## config.mk

```make
export PLATFORM = sky130hd
export DESIGN_NAME = keyframe_linear_interpolator_core
export DESIGN_NICKNAME = d
export VERILOG_FILES = /design/src/design/kli_pkg.sv /design/src/design/kli_cell.sv /design/src/design/kli_div.sv /design/src/design/keyframe_linear_interpolator_core.sv
export SDC_FILE = /design/constraint.sdc
export NUM_CORES = 2
export LEC_CHECK = 0
export BUFFER_PORTS_ARGS = -buffer_cell sky130_fd_sc_hd__buf_2
export CORE_AREA = 2 2 362 508
export CTS_CLUSTER_DIAMETER = 120
export DETAILED_ROUTE_END_ITERATION = 10
export DIE_AREA = 0 0 364 510
export PLACE_DENSITY = 0.71
export SYNTH_ARGS = -nofsm -noshare
export SYNTH_HDL_FRONTEND = slang
export SYNTH_SLANG_ARGS = --single-unit
```

## constraint.sdc

```tcl
create_clock -name clk_i -period 29.5 [get_ports clk_i]
set_input_delay 4.425 -clock clk_i [delete_from_list [all_inputs] [get_ports clk_i]]
set_output_delay 4.425 -clock clk_i [all_outputs]
set_load 0.05 [all_outputs]
```

## src/design/kli_pkg.sv

```systemverilog
// Shared constants, status codes and types of the keyframe interpolator.
package kli_pkg;
  localparam int MaxFrames = 8;
  localparam int IdxW      = $clog2(MaxFrames);
  localparam int CntW      = $clog2(MaxFrames + 1);
  localparam int NChan     = 8;
  localparam logic [15:0] TimeOne = 16'd32768;

  typedef enum logic [2:0] {
    StOk     = 3'd0,
    StStored = 3'd1,
    StRange  = 3'd2,
    StEmpty  = 3'd3,
    StFull   = 3'd4,
    StOrder  = 3'd5
  } status_e;

  typedef logic signed [15:0] chan_t;
  typedef chan_t [NChan-1:0] chans_t;

  // Word handed from one cell to the next.
  typedef struct packed {
    logic [15:0] t;
    chans_t      ch;
    logic        vld;
  } frame_t;
endpackage

```

## src/design/kli_cell.sv

```systemverilog
// One keyframe cell: holds a frame, loads the frame on prev_i when shift_i is set.
module kli_cell (
  input  logic            clk_i,
  input  logic            rst_ni,
  input  logic            shift_i,
  input  kli_pkg::frame_t prev_i,
  output kli_pkg::frame_t frame_o
);
  import kli_pkg::*;
  logic        vld_q;
  logic [15:0] t_q;
  chans_t      ch_q;
  always_ff @(posedge clk_i or negedge rst_ni) begin
    if (!rst_ni) begin
      vld_q <= 1'b0;
    end else if (shift_i) begin
      vld_q <= prev_i.vld;
    end
  end
  always_ff @(posedge clk_i) begin
    if (shift_i) begin
      t_q  <= prev_i.t;
      ch_q <= prev_i.ch;
    end
  end
  assign frame_o.t   = t_q;
  assign frame_o.ch  = ch_q;
  assign frame_o.vld = vld_q;
endmodule

```

## src/design/kli_div.sv

```systemverilog
// Restoring divider: floor(num * 2^15 / den), one quotient bit per cycle.
module kli_div (
  input  logic        clk_i,
  input  logic        rst_ni,
  input  logic        start_i,
  input  logic [15:0] num_i,
  input  logic [15:0] den_i,
  output logic        done_o,
  output logic [14:0] quo_o
);
  import kli_pkg::*;
  logic [16:0] rem_q, rem_d;
  logic [15:0] den_q;
  logic [14:0] quo_q;
  logic [3:0]  cnt_q;
  logic        busy_q;
  logic [17:0] sh;
  always_comb begin
    sh = {rem_q, 1'b0};
    rem_d = sh[16:0];
    if (sh >= {2'b0, den_q}) rem_d = 17'(sh - {2'b0, den_q});
  end
  always_ff @(posedge clk_i or negedge rst_ni) begin
    if (!rst_ni) begin
      busy_q <= 1'b0;
      cnt_q  <= '0;
      done_o <= 1'b0;
    end else begin
      done_o <= 1'b0;
      if (start_i) begin
        busy_q <= 1'b1;
        cnt_q  <= 4'd0;
      end else if (busy_q) begin
        cnt_q <= 4'(cnt_q + 4'd1);
        if (cnt_q == 4'd14) begin
          busy_q <= 1'b0;
          done_o <= 1'b1;
        end
      end
    end
  end
  always_ff @(posedge clk_i) begin
    if (start_i) begin
      rem_q <= {1'b0, num_i};
      den_q <= den_i;
    end else if (busy_q) begin
      rem_q <= rem_d;
      quo_q <= {quo_q[13:0], (sh >= {2'b0, den_q})};
    end
  end
  assign quo_o = quo_q;
endmodule

```

## src/design/keyframe_linear_interpolator_core.sv

```systemverilog
// Keyframe linear interpolator: a chain of keyframe cells plus a shared divider.
// The keyframe table is a row of MaxFrames cells. A load checks the time, a
// full table and order against the last stored frame, then writes the frame
// into the first free cell. A query rotates the ring of cells one step per
// cycle so each frame passes cell zero, where the bracketing pair is
// captured; then the divider makes the 15-bit fraction in 15 steps, and the
// eight channel products are formed through a single 17x16 multiplier, one
// channel at a time (multiply, then add). A load or an error goes straight
// to the output state, a held-end query goes there after the scan, and an
// interior query after the scan, divider launch, divide steps, fraction
// capture and multiply/add steps; valid_o is set from the output state.
// The result sits in an output register and is held under stall_i; a new
// word is taken only once it is gone, in the cycle after the result leaves.
module keyframe_linear_interpolator_core (
  input  logic                 clk_i,
  input  logic                 rst_ni,
  input  logic                 valid_i,
  output logic                 stall_o,
  input  logic                 mode_i,
  input  logic [15:0]          time_req_i,
  input  logic signed [15:0]   in_red_i,
  input  logic signed [15:0]   in_green_i,
  input  logic signed [15:0]   in_blue_i,
  input  logic signed [15:0]   in_alpha_i,
  input  logic signed [15:0]   in_scale_x_i,
  input  logic signed [15:0]   in_scale_y_i,
  input  logic signed [15:0]   in_scale_z_i,
  input  logic signed [15:0]   in_pressure_i,
  output logic                 valid_o,
  input  logic                 stall_i,
  output logic [2:0]           status_o,
  output logic signed [15:0]   out_red_o,
  output logic signed [15:0]   out_green_o,
  output logic signed [15:0]   out_blue_o,
  output logic signed [15:0]   out_alpha_o,
  output logic signed [15:0]   out_scale_x_o,
  output logic signed [15:0]   out_scale_y_o,
  output logic signed [15:0]   out_scale_z_o,
  output logic signed [15:0]   out_pressure_o
);
  import kli_pkg::*;

  typedef enum logic [5:0] {
    SIdle = 6'b000001,
    SScan = 6'b000010,
    SDiv  = 6'b000100,
    SMul  = 6'b001000,
    SAdd  = 6'b010000,
    SOut  = 6'b100000
  } state_e;

  state_e state_q;

  // Cell chain. In load mode cell at count takes the new frame; in scan mode
  // the chain rotates: cell i takes cell i+1, the last takes cell 0.
  frame_t cell_q [MaxFrames];
  frame_t cell_in [MaxFrames];
  logic   cell_sh [MaxFrames];
  logic [CntW-1:0] cnt_q;
  logic [CntW-1:0] scan_q;
  logic   load_now, rotate;
  frame_t new_frame;

  assign new_frame.t   = time_req_i;
  assign new_frame.ch  = {in_pressure_i, in_scale_z_i, in_scale_y_i, in_scale_x_i,
                          in_alpha_i, in_blue_i, in_green_i, in_red_i};
  assign new_frame.vld = 1'b1;

  for (genvar g = 0; g < MaxFrames; g++) begin : g_cells
    always_comb begin
      cell_in[g] = rotate ? cell_q[(g + 1) % MaxFrames] : new_frame;
      cell_sh[g] = rotate || (load_now && cnt_q == CntW'(g));
    end
    kli_cell u_cell (
      .clk_i  (clk_i),
      .rst_ni (rst_ni),
      .shift_i(cell_sh[g]),
      .prev_i (cell_in[g]),
      .frame_o(cell_q[g])
    );
  end

  // Last stored time, tracked alongside the table.
  logic [15:0] last_t_q;
  logic [15:0] t_q;
  logic        acc;
  assign stall_o = (state_q != SIdle) || valid_o;
  assign acc     = valid_i && !stall_o;

  // Load-time checks.
  status_e ld_st;
  always_comb begin
    priority if (time_req_i > TimeOne)           ld_st = StRange;
    else if (cnt_q >= CntW'(MaxFrames))          ld_st = StFull;
    else if (cnt_q != '0 && time_req_i < last_t_q) ld_st = StOrder;
    else                                          ld_st = StStored;
  end
  assign load_now = acc && !mode_i && ld_st == StStored;
  assign rotate   = state_q == SScan;

  // Scan captures: first frame, last frame, bracketing pair (first t2 > t).
  logic [15:0] t1_q, t2_q;
  chans_t      v1_q, v2_q, first_ch_q;
  logic [15:0] first_t_q;
  logic        found_q;
  frame_t      prev_q;
  logic [15:0] span;
  logic [15:0] off;
  logic        dv_start, dv_done;
  logic [14:0] frac;

  assign span = 16'(t2_q - t1_q);
  assign off  = 16'(t_q - t1_q);

  kli_div u_div (
    .clk_i  (clk_i),
    .rst_ni (rst_ni),
    .start_i(dv_start),
    .num_i  (off),
    .den_i  (span),
    .done_o (dv_done),
    .quo_o  (frac)
  );

  // Channel multiply, one channel at a time: a multiply step, then an add step.
  logic [2:0]         ch_q;
  logic [14:0]        frac_q;
  logic signed [16:0] diff;
  logic signed [32:0] prod_q;
  logic signed [15:0] v1_sel;
  chans_t             res_q;
  chans_t             res_d;
  assign diff = 17'($signed(v2_q[ch_q])) - 17'($signed(v1_q[ch_q]));

  // Current channel replaced by v1 + floor(diff * frac / 2^15).
  always_comb begin
    res_d = res_q;
    res_d[ch_q] = 16'(v1_sel + 16'(prod_q >>> 15));
  end

  status_e out_st_q;
  chans_t  out_ch_q;

  logic is_last;
  assign is_last = scan_q == CntW'(cnt_q - CntW'(1));

  always_ff @(posedge clk_i or negedge rst_ni) begin
    if (!rst_ni) begin
      state_q  <= SIdle;
      cnt_q    <= '0;
      valid_o  <= 1'b0;
      dv_start <= 1'b0;
    end else begin
      dv_start <= 1'b0;
      if (valid_o && !stall_i) valid_o <= 1'b0;
      unique case (state_q)
        SIdle: begin
          if (acc) begin
            if (time_req_i > TimeOne) begin
              out_st_q <= StRange;
              state_q  <= SOut;
            end else if (!mode_i) begin
              out_st_q <= ld_st;
              if (ld_st == StStored) cnt_q <= CntW'(cnt_q + CntW'(1));
              state_q <= SOut;
            end else if (cnt_q == '0) begin
              out_st_q <= StEmpty;
              state_q  <= SOut;
            end else begin
              state_q <= SScan;
            end
          end
        end
        SScan: begin
          // Full ring rotation restores the original order after MaxFrames steps.
          if (scan_q == CntW'(MaxFrames - 1)) begin
            out_st_q <= StOk;
            if (t_q >= last_t_q) begin
              // A full table has its last frame in cell zero right now.
              out_ch_q <= is_last ? cell_q[0].ch : res_q;
              state_q  <= SOut;
            end else if (t_q <= first_t_q) begin
              out_ch_q <= first_ch_q;
              state_q  <= SOut;
            end else begin
              dv_start <= 1'b1;
              state_q  <= SDiv;
            end
          end
        end
        SDiv: if (dv_done) state_q <= SMul;
        SMul: state_q <= SAdd;
        SAdd: begin
          if (ch_q == 3'(NChan - 1)) begin
            out_ch_q <= res_d;
            state_q  <= SOut;
          end else begin
            state_q <= SMul;
          end
        end
        SOut: begin
          valid_o <= 1'b1;
          state_q <= SIdle;
        end
        default: state_q <= SIdle;
      endcase
    end
  end

  assign v1_sel = v1_q[ch_q];

  always_ff @(posedge clk_i) begin
    if (acc) begin
      t_q    <= time_req_i;
      scan_q <= '0;
      found_q <= 1'b0;
      ch_q   <= '0;
      if (load_now) last_t_q <= time_req_i;
    end
    if (state_q == SScan) begin
      scan_q <= CntW'(scan_q + CntW'(1));
      prev_q <= cell_q[0];
      if (scan_q == '0) begin
        first_t_q  <= cell_q[0].t;
        first_ch_q <= cell_q[0].ch;
      end
      if (is_last) res_q <= cell_q[0].ch;
      if (scan_q != '0 && scan_q < cnt_q && !found_q && t_q < cell_q[0].t) begin
        found_q <= 1'b1;
        t1_q <= prev_q.t;
        v1_q <= prev_q.ch;
        t2_q <= cell_q[0].t;
        v2_q <= cell_q[0].ch;
      end
    end
    if (dv_done) frac_q <= frac;
    if (state_q == SMul) prod_q <= diff * $signed({1'b0, frac_q});
    if (state_q == SAdd) begin
      res_q <= res_d;
      ch_q  <= 3'(ch_q + 3'd1);
    end
  end

  assign status_o       = (valid_o) ? out_st_q : out_st_q;
  assign out_red_o      = out_st_q == StOk ? out_ch_q[0] : '0;
  assign out_green_o    = out_st_q == StOk ? out_ch_q[1] : '0;
  assign out_blue_o     = out_st_q == StOk ? out_ch_q[2] : '0;
  assign out_alpha_o    = out_st_q == StOk ? out_ch_q[3] : '0;
  assign out_scale_x_o  = out_st_q == StOk ? out_ch_q[4] : '0;
  assign out_scale_y_o  = out_st_q == StOk ? out_ch_q[5] : '0;
  assign out_scale_z_o  = out_st_q == StOk ? out_ch_q[6] : '0;
  assign out_pressure_o = out_st_q == StOk ? out_ch_q[7] : '0;

  a_no_accept_busy: assert property (@(posedge clk_i) disable iff (!rst_ni)
    (state_q != SIdle) |-> !acc) else $error("word taken while busy");
  a_cnt_bound: assert property (@(posedge clk_i) disable iff (!rst_ni)
    cnt_q <= CntW'(MaxFrames)) else $error("frame count overflow");
  a_out_from_sout: assert property (@(posedge clk_i) disable iff (!rst_ni)
    $rose(valid_o) |-> $past(state_q) == SOut) else $error("result without finish");
endmodule
```

==> reports/results.txt <==
Count of pins over their slew limit -> 0
WL final -> 264.6 mm
Worst-path clk slew -> 70 ps
RSZ-0062 raised after global routing -> false
Clock skew -> 59.42 ps
Setup crit end kind -> register
Area of the multi-input gates -> 31,970 um2
Data arrival, critical path -> 10,640 ps
Biggest area consumer among synthesized cells -> edfxtp_1
#FFs+latches synth -> 2,124
Die Y -> 510 um
Setup TNS -> 0 ps
Die width -> 364 um
CTS tree -> built
Startpoint types -> register
Design area -> 108,700 um2
First-pass GRT wire length -> 387.5 mm
Share of cells above drive strength 1 -> 9.636%
Count of final setup violators -> 0
Mapped Cells -> 7,230
Cts repair resizes -> 0
# clock sinks -> 2,124
Tightest Pin Transition -> 1416 ps
WP data required -> 30,060 ps
Die area -> 185,600 um2
Final min period -> 10,090 ps
Postcts setup bufs -> 0
Post-synth EDFFs -> 2,104
# IOs -> 282
Final ANT Viol Nets -> 0
Worst slew margin -> 5.610%
Clock root cell -> clkbuf_16
GR Util All Layers -> 28.44%
I/O Buffers -> 281
YS warnings -> 0
DRC -> 0
Synth Flop Type -> edfxtp_1
Layout area overhead -> 9.647%
Sequential cell area fraction in the yosys report -> 64.25%
Commonest non-fill, non-tap cell in the layout -> edfxtp_1
Grt total ovfl -> 0
Endpoints failing hold -> 0
Cells after DPL -> 9,528
MaxCap Viol Count -> 0
# rows -> 185
Commonest cells after routing, fill and taps aside -> edfxtp_1 (2,104), a21o_1 (1,182), inv_1 (424)
Initial Util -> 54.82%
Initial antenna violation count -> 18
Worst reg2reg path depth -> 33
Hold WC Path Type -> reg -> reg
Detail Placement HPWL -> 173.8 mm
Cts hold-fix bufs -> 0
WL per Instance -> 26.80 um
Setup WS post-layout -> 19,410 ps
Clock Latency Late Sink -> 850 ps
Vias -> 60,730
Most used cell, CP -> fa_1
Syn Nets -> 7,857
NumNets Final -> 7,915
Worst path max stage delay -> 790 ps
Average instance area after synthesis -> 13.71 um2
Ys async rst share -> 0.8475%
Mapped cell area -> 99,100 um2
Vias in the first global route -> 59,420
Clock Path Buffers -> 3
CP max-delay cell -> edfxtp_1
First-pass iteration count of the detailed router -> 7
Cell Count, Final, Fillers Out -> 9,876
Largest net degree at the start of global routing -> 202
Initial DRC Count -> 6,841
Core area -> 180,800 um2
Status -> completed
Placed Area -> 102,600 um2
Fmax -> 0.09914 GHz
Hold depth -> 0
WS Path Type -> reg -> reg
Distinct cells, synth -> 85
Gpl congestion -> 0.9450
Area contributors post-synth -> edfxtp_1 (64%), a21o_1 (9.0%), fa_1 (5.0%), ha_1 (2.9%), and2_1 (2.5%)
Synth top area share -> 63.76%
CTS H-tree depth -> 4
# fillers -> 13,900
Sequential Area -> 63,670 um2
Num CTS Buffers -> 189
Placement Setup Slack -> 19,550 ps
DR vias/cell -> 6.149
Crit path max fanout -> 44
Final period utilization -> 34.19%
## kinds of logic after synthesis
kind of cell | share of synthesized area [%]
buffers and inverters | 3.717
flip-flops | 64.25
AO/OA/AOI/OAI | 15.34
adder cells (fa/ha/maj) | 7.907
XOR/XNOR | 0.9735
multiplexers | 1.367
AND/OR/NAND/NOR | 6.443
## area by class of cell
type	instances	area share, %
sequential	2124	58.60
multi-input combinational	4154	29.42
clock buffer	228	4.507
tap	2431	2.799
timing repair buffer	393	2.137
inverter	426	1.479
clock inverter	116	1.049
antenna	4	0.009212
## sequential cells by signal (all words and copies together), names as in the netlist, 17 cells and up
name                    cells
u_div.rem_q                17
out_ch_q                  128
v2_q                      128
prev_q                    144
v1_q                      128
first_ch_q                128
res_q                     128
g_cells.u_cell.frame_o   1024
g_cells.u_cell.t_q        128
## synthesized netlist by cell type, drive strengths merged, types with 11 or more instances
cell type	instances
nor2	353
and3	11
o211ai	18
o21a	44
xnor2	79
nand4	31
o21ai	103
mux2i	132
a21o	1182
nor3	30
xor2	29
nor2b	48
a211oi	125
buf	55
dfrtp	17
nand2b	18
inv	424
and4	19
edfxtp	2104
and2	400
a31oi	23
fa	247
clkbuf	471
nand2	263
a21oi	361
a22oi	144
o22ai	107
nand3	35
ha	231
## critical path, delay by kind of cell, from the launching register on
kind                     cells  cell delay [ps]
adder cells (fa/ha/maj)      9             4180
AO/OA/AOI/OAI               12             2580
AND/OR/NAND/NOR              5             1040
buffers and inverters        6             1030
flip-flops                   1              790
XOR/XNOR                     1              130
## metrics by stage
| stage | hold WS, ps | utilization [%] |
|---|---|---|
| 3_5_place_dp | 404.5 | 56.76 |
| 4_1_cts | 403.8 | 60.10 |
| 6_report | 410.3 | 60.10 |
| 3_3_place_gp | 400.4 | 56.76 |
| 5_1_grt | 405.4 | 60.10 |
| 2_1_floorplan | 400.3 | - |
## worst paths after layout
kind / from / end / slack (ps)
max: ch_q[2] / prod_q[30] / 19410
min: prev_q[7] / v1_q[6] / 410
max reg2reg: ch_q[2] / prod_q[30] / 19410
min reg2reg: prev_q[7] / v1_q[6] / 410
max in group asynchronous: rst_ni / state_q[0] / 25580
min in group asynchronous: rst_ni / u_div.done_o / 3550
## metal layers
layer | share of wire (%) | up-vias | global-route usage [%]
met1 | 39 | 30810 | 37.84
li1 | - | 26570 | -
met5 | 0.021 | - | 0
met4 | 5.4 | 10 | 14.00
met2 | 48 | 2836 | 45.80
met3 | 8.2 | 515 | 4.529
Power is left out: the tool's default activity adds up to more than one toggle a clock period on the data nets, which glitch-free logic cannot reach.
